--- config.mk ---
export PLATFORM = sky130hd
export DESIGN_NAME = lcp_interval_enumerator_flat
export DESIGN_NICKNAME = d
export VERILOG_FILES = /design/src/rtl/core/lcp_pkg.sv /design/src/rtl/core/lcp_if.sv /design/src/rtl/core/lcp_cell.sv /design/src/rtl/core/lcp_interval_enumerator.sv /design/src/flat_wrapper.sv
export SDC_FILE = /design/constraint.sdc
export NUM_CORES = 2
export LEC_CHECK = 0
export BUFFER_PORTS_ARGS = -buffer_cell sky130_fd_sc_hd__clkbuf_2
export CAP_MARGIN = 20
export CORE_MARGIN = 10
export CORE_UTILIZATION = 35
export DETAILED_ROUTE_END_ITERATION = 12
export PLACE_DENSITY = 0.59
export SETUP_SLACK_MARGIN = 0.3
export SYNTH_ARGS = -nofsm -noshare
export SYNTH_HDL_FRONTEND = slang
export SYNTH_SLANG_ARGS = --single-unit
--- constraint.sdc ---
create_clock -name clock -period 5.2 [get_ports clock]
set_clock_uncertainty 0.05 [all_clocks]
set_input_delay 0.52 -clock clock [delete_from_list [all_inputs] [get_ports clock]]
set_output_delay 0.52 -clock clock [all_outputs]
set_load 0.1 [all_outputs]
--- src/rtl/core/lcp_pkg.sv ---
// ============================================================================
// LCP interval enumerator package
// Constants, stack entry type and sequencer state shared by the core.
// ============================================================================
package lcp_pkg;

   localparam int unsigned MAX_TEXT    = 65536;
   localparam int unsigned STACK_DEPTH = 64;
   localparam int unsigned CELL_COUNT  = STACK_DEPTH - 1;
   localparam int unsigned POS_W       = $clog2(MAX_TEXT + 1);
   localparam int unsigned VAL_W       = 16;

   localparam logic [POS_W-1:0] MAX_POS = POS_W'(MAX_TEXT);

   typedef struct packed {
      logic             valid;
      logic [VAL_W-1:0] length;
      logic [VAL_W-1:0] left;
   } entry_type;

   typedef struct packed {
      logic push;
      logic pop;
   } cell_op_type;

   typedef enum logic {
      ST_IDLE,
      ST_WORK
   } state_type;

   localparam entry_type ENTRY_EMPTY = '{valid: 1'b0, length: '0, left: '0};

endpackage

--- src/rtl/core/lcp_if.sv ---
// ============================================================================
// LCP interval enumerator channels
// Valid/ready channels for LCP words in and interval words out.
// ============================================================================
interface lcp_req_if;
   logic        valid;
   logic        ready;
   logic [15:0] lcp_value;
   logic        end_of_array;

   modport source (output valid, output lcp_value, output end_of_array, input ready);
   modport sink   (input valid, input lcp_value, input end_of_array, output ready);
endinterface

interface lcp_rsp_if;
   logic        valid;
   logic        ready;
   logic [15:0] interval_length;
   logic [15:0] left_bound;
   logic [15:0] right_bound;
   logic        last_of_run;
   logic        overflow;

   modport source (output valid, output interval_length, output left_bound,
                   output right_bound, output last_of_run, output overflow, input ready);
   modport sink   (input valid, input interval_length, input left_bound,
                   input right_bound, input last_of_run, input overflow, output ready);
endinterface

--- src/rtl/core/lcp_cell.sv ---
// ============================================================================
// LCP stack cell
// One entry of the shifting stack: loads from above on push, below on pop.
// ============================================================================
module lcp_cell
   import lcp_pkg::*;
(
   input  logic        clock,
   input  logic        reset,
   input  cell_op_type op,
   input  entry_type   upper,
   input  entry_type   lower,
   output entry_type   entry
);

   entry_type entry_ff;
   entry_type entry_in;

   always_comb begin
      entry_in = entry_ff;
      if (op.push) begin
         entry_in = upper;
      end else if (op.pop) begin
         entry_in = lower;
      end
   end

   always_ff @(posedge clock) begin
      if (reset) begin
         entry_ff <= ENTRY_EMPTY;
      end else begin
         entry_ff <= entry_in;
      end
   end

   assign entry = entry_ff;

endmodule

--- src/rtl/core/lcp_interval_enumerator.sv ---
// Flow: an accepted word is held in the value register; each interval it
//   closes is loaded into the output registers and then shown on rsp_port.
// Throughput: one stack pop per cycle through the cell chain, while the
//   output slot is free; a new word is taken only once the last is done.
// Reset: synchronous, clears the stack valid bits, position to 1, overflow.
// ============================================================================
// LCP interval enumerator
// Bottom-up lcp-interval traversal over a shifting stack of cells.
// ============================================================================
module lcp_interval_enumerator
   import lcp_pkg::*;
(
   input  logic      clock,
   input  logic      reset,
   lcp_req_if.sink   req_port,
   lcp_rsp_if.source rsp_port
);

   state_type        state_ff, state_in;
   logic [VAL_W-1:0] value_ff, value_in;
   logic             end_ff, end_in;
   logic [POS_W-1:0] position_ff, position_in;
   logic [VAL_W-1:0] lb_ff, lb_in;
   logic             ovf_ff, ovf_in;

   logic             rsp_valid_ff, rsp_valid_in;
   logic [VAL_W-1:0] rsp_len_ff, rsp_len_in;
   logic [VAL_W-1:0] rsp_left_ff, rsp_left_in;
   logic [VAL_W-1:0] rsp_right_ff, rsp_right_in;
   logic             rsp_last_ff, rsp_last_in;
   logic             rsp_ovf_ff, rsp_ovf_in;

   entry_type        cells [CELL_COUNT];
   entry_type        up_data [CELL_COUNT];
   entry_type        dn_data [CELL_COUNT];
   entry_type        new_entry;
   cell_op_type      op;

   logic [VAL_W-1:0] top_len;
   logic [VAL_W-1:0] pos_m1;
   logic             pop_hit;
   logic             next_hit;
   logic             slot_free;

   genvar i;
   generate
      for (i = 0; i < CELL_COUNT; i++) begin : g_cell
         if (i == 0) begin : g_first
            assign up_data[i] = new_entry;
         end else begin : g_up
            assign up_data[i] = cells[i-1];
         end
         if (i == CELL_COUNT - 1) begin : g_last
            assign dn_data[i] = ENTRY_EMPTY;
         end else begin : g_dn
            assign dn_data[i] = cells[i+1];
         end
         lcp_cell u_cell (
            .clock (clock),
            .reset (reset),
            .op    (op),
            .upper (up_data[i]),
            .lower (dn_data[i]),
            .entry (cells[i])
         );
      end
   endgenerate

   assign top_len   = cells[0].valid ? cells[0].length : '0;
   assign pos_m1    = VAL_W'(position_ff - POS_W'(1));
   assign pop_hit   = cells[0].valid && (value_ff < cells[0].length);
   assign next_hit  = cells[1].valid && (value_ff < cells[1].length);
   assign slot_free = !rsp_valid_ff || rsp_port.ready;
   assign new_entry = '{valid: 1'b1, length: value_ff, left: lb_ff};

   always_comb begin
      state_in     = state_ff;
      value_in     = value_ff;
      end_in       = end_ff;
      position_in  = position_ff;
      lb_in        = lb_ff;
      ovf_in       = ovf_ff;
      op           = '{push: 1'b0, pop: 1'b0};
      req_port.ready = 1'b0;

      rsp_valid_in = rsp_valid_ff && !rsp_port.ready;
      rsp_len_in   = rsp_len_ff;
      rsp_left_in  = rsp_left_ff;
      rsp_right_in = rsp_right_ff;
      rsp_last_in  = rsp_last_ff;
      rsp_ovf_in   = rsp_ovf_ff;

      case (state_ff)
         ST_IDLE: begin
            req_port.ready = 1'b1;
            if (req_port.valid) begin
               value_in = req_port.end_of_array ? '0 : req_port.lcp_value;
               end_in   = req_port.end_of_array;
               lb_in    = pos_m1;
               state_in = ST_WORK;
            end
         end
         ST_WORK: begin
            if (pop_hit) begin
               if (slot_free) begin
                  op.pop       = 1'b1;
                  lb_in        = cells[0].left;
                  rsp_valid_in = 1'b1;
                  rsp_len_in   = cells[0].length;
                  rsp_left_in  = cells[0].left;
                  rsp_right_in = pos_m1;
                  rsp_last_in  = !next_hit;
                  rsp_ovf_in   = ovf_ff;
               end
            end else begin
               state_in = ST_IDLE;
               if (end_ff) begin
                  position_in = POS_W'(1);
               end else begin
                  if (value_ff > top_len) begin
                     if (cells[CELL_COUNT-1].valid) begin
                        ovf_in = 1'b1;
                     end else begin
                        op.push = 1'b1;
                     end
                  end
                  if (position_ff < MAX_POS) begin
                     position_in = position_ff + POS_W'(1);
                  end
               end
            end
         end
         default: begin
            state_in = ST_IDLE;
         end
      endcase
   end

   always_ff @(posedge clock) begin
      if (reset) begin
         state_ff     <= ST_IDLE;
         position_ff  <= POS_W'(1);
         ovf_ff       <= 1'b0;
         rsp_valid_ff <= 1'b0;
      end else begin
         state_ff     <= state_in;
         position_ff  <= position_in;
         ovf_ff       <= ovf_in;
         rsp_valid_ff <= rsp_valid_in;
      end
   end

   always_ff @(posedge clock) begin
      value_ff     <= value_in;
      end_ff       <= end_in;
      lb_ff        <= lb_in;
      rsp_len_ff   <= rsp_len_in;
      rsp_left_ff  <= rsp_left_in;
      rsp_right_ff <= rsp_right_in;
      rsp_last_ff  <= rsp_last_in;
      rsp_ovf_ff   <= rsp_ovf_in;
   end

   assign rsp_port.valid           = rsp_valid_ff;
   assign rsp_port.interval_length = rsp_len_ff;
   assign rsp_port.left_bound      = rsp_left_ff;
   assign rsp_port.right_bound     = rsp_right_ff;
   assign rsp_port.last_of_run     = rsp_last_ff;
   assign rsp_port.overflow        = rsp_ovf_ff;

endmodule

--- src/flat_wrapper.sv ---
// flat-port wrapper written by rule: the top's interface ports become plain ports
module lcp_interval_enumerator_flat import lcp_pkg::*;
  (clock, reset, req_port_valid, req_port_lcp_value, req_port_end_of_array, req_port_ready, rsp_port_valid, rsp_port_interval_length, rsp_port_left_bound, rsp_port_right_bound, rsp_port_last_of_run, rsp_port_overflow, rsp_port_ready);
  lcp_req_if req_port_i ();
  lcp_rsp_if rsp_port_i ();
  input  logic clock;
  input  logic reset;
  input wire logic [$bits(req_port_i.valid)-1:0] req_port_valid;
  input wire logic [$bits(req_port_i.lcp_value)-1:0] req_port_lcp_value;
  input wire logic [$bits(req_port_i.end_of_array)-1:0] req_port_end_of_array;
  output wire logic [$bits(req_port_i.ready)-1:0] req_port_ready;
  output wire logic [$bits(rsp_port_i.valid)-1:0] rsp_port_valid;
  output wire logic [$bits(rsp_port_i.interval_length)-1:0] rsp_port_interval_length;
  output wire logic [$bits(rsp_port_i.left_bound)-1:0] rsp_port_left_bound;
  output wire logic [$bits(rsp_port_i.right_bound)-1:0] rsp_port_right_bound;
  output wire logic [$bits(rsp_port_i.last_of_run)-1:0] rsp_port_last_of_run;
  output wire logic [$bits(rsp_port_i.overflow)-1:0] rsp_port_overflow;
  input wire logic [$bits(rsp_port_i.ready)-1:0] rsp_port_ready;
  assign req_port_i.valid = req_port_valid;
  assign req_port_i.lcp_value = req_port_lcp_value;
  assign req_port_i.end_of_array = req_port_end_of_array;
  assign req_port_ready = req_port_i.ready;
  assign rsp_port_valid = rsp_port_i.valid;
  assign rsp_port_interval_length = rsp_port_i.interval_length;
  assign rsp_port_left_bound = rsp_port_i.left_bound;
  assign rsp_port_right_bound = rsp_port_i.right_bound;
  assign rsp_port_last_of_run = rsp_port_i.last_of_run;
  assign rsp_port_overflow = rsp_port_i.overflow;
  assign rsp_port_i.ready = rsp_port_ready;
  lcp_interval_enumerator u_core (.clock(clock), .reset(reset), .req_port(req_port_i), .rsp_port(rsp_port_i));
endmodule
==> summary.md <==
| Metric | Value |
|---|---|
| Pwr dens | `358 nW/um^2` |
| Relative slew slack | `14.5%` |
| CTS resizes | `0` |
| Layout Utilization | `around 40%` |
| Worst R2R Path Depth | `11` |
| Vias | `86300` |
| Top FF cell, synth | `dfxtp_1` |
| Placeable Area | `approximately 270000 sq um` |
| Chip width | `545 microns` |
| Hold Crit Depth | `2` |
| Clk pwr share | `44.1%` |
| Initial antenna violation count | `7` |
| Int Power | `28500 uW` |
| Count of input and output buffers | `72` |
| Initial Util | `around a third` |
| Clock Root Buffer | `clkbuf_16` |
| Net Sw Frac | `25.4%` |
| Setup total negative slack | `0 ns` |
| RSZ-0062 raised after global routing | `no` |
| Static Leakage | `approximately 0.032 uW` |
| Net Sw Power | `9710 uW` |
| Most frequent cells in the layout | `4126 x nand2_1, 2099 x dfxtp_1, 2055 x o31ai_1` |
| Worst R2R End | `u_core.g_cell[27].u_cell.entry[26]` |
| CP Max Fanout | `between 150 and 200` |
| Reg2Reg Launch Point | `u_core.g_cell[0].u_cell.entry[27]` |
| YS warnings | `0` |
| Peak VDD IR | `268 uV` |
| H-tree levels | `4` |
| Inserted Clock Buffers | `232` |
| Post-DRT Antenna Nets | `0` |
| CTS Sinks | `2182` |
| Routed WL | `251000 microns` |
| Vias per cell | `5.69` |
| Overflow after GRT | `0` |
| Number of global-route vias before repair | `81300` |
| Hold_buf cts | `14` |
| Max cap viols | `0` |
| Reg power frac | `between 40% and 50%` |
| Worst path arrival time | `4.73 ns` |
| Pins Over Slew Limit | `0` |
| Status | `finished, final reports clean` |
| Max Freq | `251 MHz` |
| Wire per inst | `16.5 microns` |
| Min-delay worst type | `in2reg` |
| Delay of the slowest cell on the worst path | `0.48 ns` |
| Synthesized area per cell | `roughly 8 sq um` |
| CTS tree | `done` |
| Largest net degree at the start of global routing | `234` |
| Post-DP HPWL | `around 130000 microns` |
| Worst hold endpoint | `u_core.value_ff[13]` |
| Ys async rst share | `0%` |
| Area of the mapped netlist | `96700 sq um` |
| Post-synth top area share | `~43%` |
| Post-Syn Nets | `~12000` |
| Final number of hold-violating endpoints | `0` |
| Rows | `192` |
| Crit. End Element | `flip-flop` |
| Final weighted congestion in routability-driven placement | `0.743` |
| Power Total | `38200 uW` |
| Synthesized flop and latch total | `about 2200` |
| Commonest non-fill, non-tap cell in the layout | `nand2_1` |
| Mapped Cells | `around 12000` |
| Share of layout cells above drive strength 1 | `6.13%` |
| Die area | `298000 sq um` |
| Die Height | `545 microns` |
| Clk buf depth | `4` |
| Clk pin slew, worst setup/hold paths | `0.06 ns` |
| Crit Path Category | `reg2reg` |
| Worst-path cell with the longest stage delay | `dfxtp_1` |
| GRT Util Overall | `15.5%` |
| Fin crit share | `about three quarters` |
| Fillers | `between 20000 and 30000` |
| R2r setup slk | `1.22 ns` |
| Post-CTS Setup Inserts | `0` |
| Combinational share of power | `8.3%` |
| DRC errors left | `0` |
| First-pass GRT wire length | `between 400000 and 500000 microns` |
| Synth area leaders | `dfxtp_1 43%, nand2_1 16%, o31ai_1 16%` |
| HP Start | `req_port_lcp_value[13]` |
| 1st-pass router iterations | `5` |
| Startpoint types | `flip-flop` |
| DRT iter0 DRCs | `roughly 9600` |
| Sequential area share after synthesis | `46.1%` |
| Worst path cell trace | `inv_1, ha_1, nand4_1, nor3_2, nand4_1, nand3_4, buf_12, buf_4, buf_12, nand2_1, a31oi_1` |
| Dominant cell type by area after synthesis | `dfxtp_1` |
| Worst-margin pin slew | `1.28 ns` |
| Tmin final | `approximately 4 ns` |
| CP required | `approximately 5.9 ns` |
| Synth cell types | `55` |
| NumNets Final | `11400` |
| Clk_lat worst skew | `0.89 ns` |
| Layout area overhead | `10.4%` |
| Boundary pin count | `73` |
| Post-synth EDFFs | `83` |
| Setup-failing EPs final | `0` |
==> worst max path at each step <==
| stage | start | to | slack [ns] |
|---|---|---|---|
| after global routing | u_core.g_cell[0].u_cell.entry[32] | u_core.g_cell[44].u_cell.entry[32] | 1.03 |
| after global placement | u_core.g_cell[0].u_cell.entry[27] | u_core.g_cell[28].u_cell.entry[23] | 1.34 |
| after floorplan | u_core.value_ff[11] | u_core.rsp_port.interval_length[0] | 1.43 |
| after detailed placement | u_core.g_cell[0].u_cell.entry[29] | u_core.g_cell[20].u_cell.entry[2] | 1.32 |
| after CTS | u_core.g_cell[0].u_cell.entry[29] | u_core.g_cell[20].u_cell.entry[2] | 1.33 |
| final | u_core.g_cell[0].u_cell.entry[27] | u_core.g_cell[27].u_cell.entry[26] | 1.22 |
==> cells in the mapped netlist, drive strengths merged, types with 2 or more instances <==
cell	count
xnor2	6
nor2	16
dfxtp	2099
and3	2
nand2	4126
nor4b	32
a31o	33
o22ai	2
or4	15
nand4	11
inv	47
o31ai	2057
o21ai	12
a31oi	2047
nor3	12
nor4	5
buf	400
xor2	9
clkbuf	996
or3	3
and2	2
nand3	10
or2	2
a21o	8
nand2b	4
edfxtp	83
ha	48
a21oi	31
mux2	17
nor2b	20
==> registers in the layout, summed over array words and instances, names as in the netlist <==
register,flops
u_core.end_ff,1
u_core.g_cell.u_cell.entry,2079
u_core.lb_ff,16
u_core.ovf_ff,1
u_core.position_ff,17
u_core.rsp_port.interval_length,16
u_core.rsp_port.last_of_run,1
u_core.rsp_port.left_bound,16
u_core.rsp_port.overflow,1
u_core.rsp_port.right_bound,16
u_core.rsp_port.valid,1
u_core.state_ff,1
u_core.value_ff,16
==> worst max-delay path, delay by kind of cell, from the launching register on <==
kind,cells,cell delay [ns]
adder cells (fa/ha/maj),1,0.32
flip-flops,1,0.48
buffers and inverters,4,1.28
AND/OR/NAND/NOR,5,1.31
AO/OA/AOI/OAI,1,0.21
==> power by group through the flow <==
| stage | logic, uW | registers [uW] | clock network (uW) |
|---|---|---|---|
| after floorplan | 2480 | 18400 | 0 |
| after global placement | 3110 | 18600 | 0 |
| after detailed placement | 3130 | 18600 | 0 |
| after CTS | 3150 | 18200 | 17300 |
| after global routing | 3520 | 18300 | 17900 |
| final | 3150 | 18200 | 16800 |
==> routing by layer <==
| layer | part of all wire (%) | vias to the layer above | wire, microns | GRT usage, % |
|---|---|---|---|---|
| met5 | 0 | - | 0 | 0 |
| met4 | 1.5 | 0 | 3820 | 3.00 |
| met3 | 4.1 | 271 | 10200 | 1.94 |
| met2 | 43 | 1593 | 109000 | 24.4 |
| met1 | 51 | 41800 | 128000 | 22.6 |
| li1 | - | 42600 | - | - |
==> final cells by class <==
type / count / area, sq um / share of cell area [%]
Multi-Input combinational cell: 8545 / 46300 / 43.4
Sequential cell: 2182 / 44500 / 41.7
Clock buffer: 351 / 6900 / 6.47
Tap cell: 3686 / 4610 / 4.32
Timing Repair Buffer: 291 / 3370 / 3.16
Clock inverter: 70 / 776 / 0.727
Inverter: 47 / 191 / 0.179
Antenna cell: 2 / 5.00 / 0.00469
==> cells by family (layout without fill, tap and decap cells) <==
group | Yosys count | after routing | share of synthesized area, %
DFF | 2182 | 2182 | 46.1
and+or+nand+nor | 4262 | 4262 | 17.0
buffers and inverters | 1443 | 759 | 6.05
xor gates and xnor gates | 15 | 15 | 0.136
muxes | 17 | 17 | 0.198
other | 0 | 2 | 0
AOI/OAI and AO/OA | 4203 | 4203 | 30.0
adders and majority gates | 48 | 48 | 0.621
==> stage by stage <==
stage	cells	setup slack, ns	area (sq um)	hold WS, ns
2_1_floorplan	12200	1.43	96700	0.359
3_3_place_gp	14700	1.34	98900	0.408
3_5_place_dp	14700	1.32	98900	0.413
4_1_cts	15200	1.33	107000	0.00267
5_1_grt	15200	1.03	107000	0.0134
6_report	15200	1.22	107000	0.0642
Note: power is estimated with default switching activity, not from simulation.
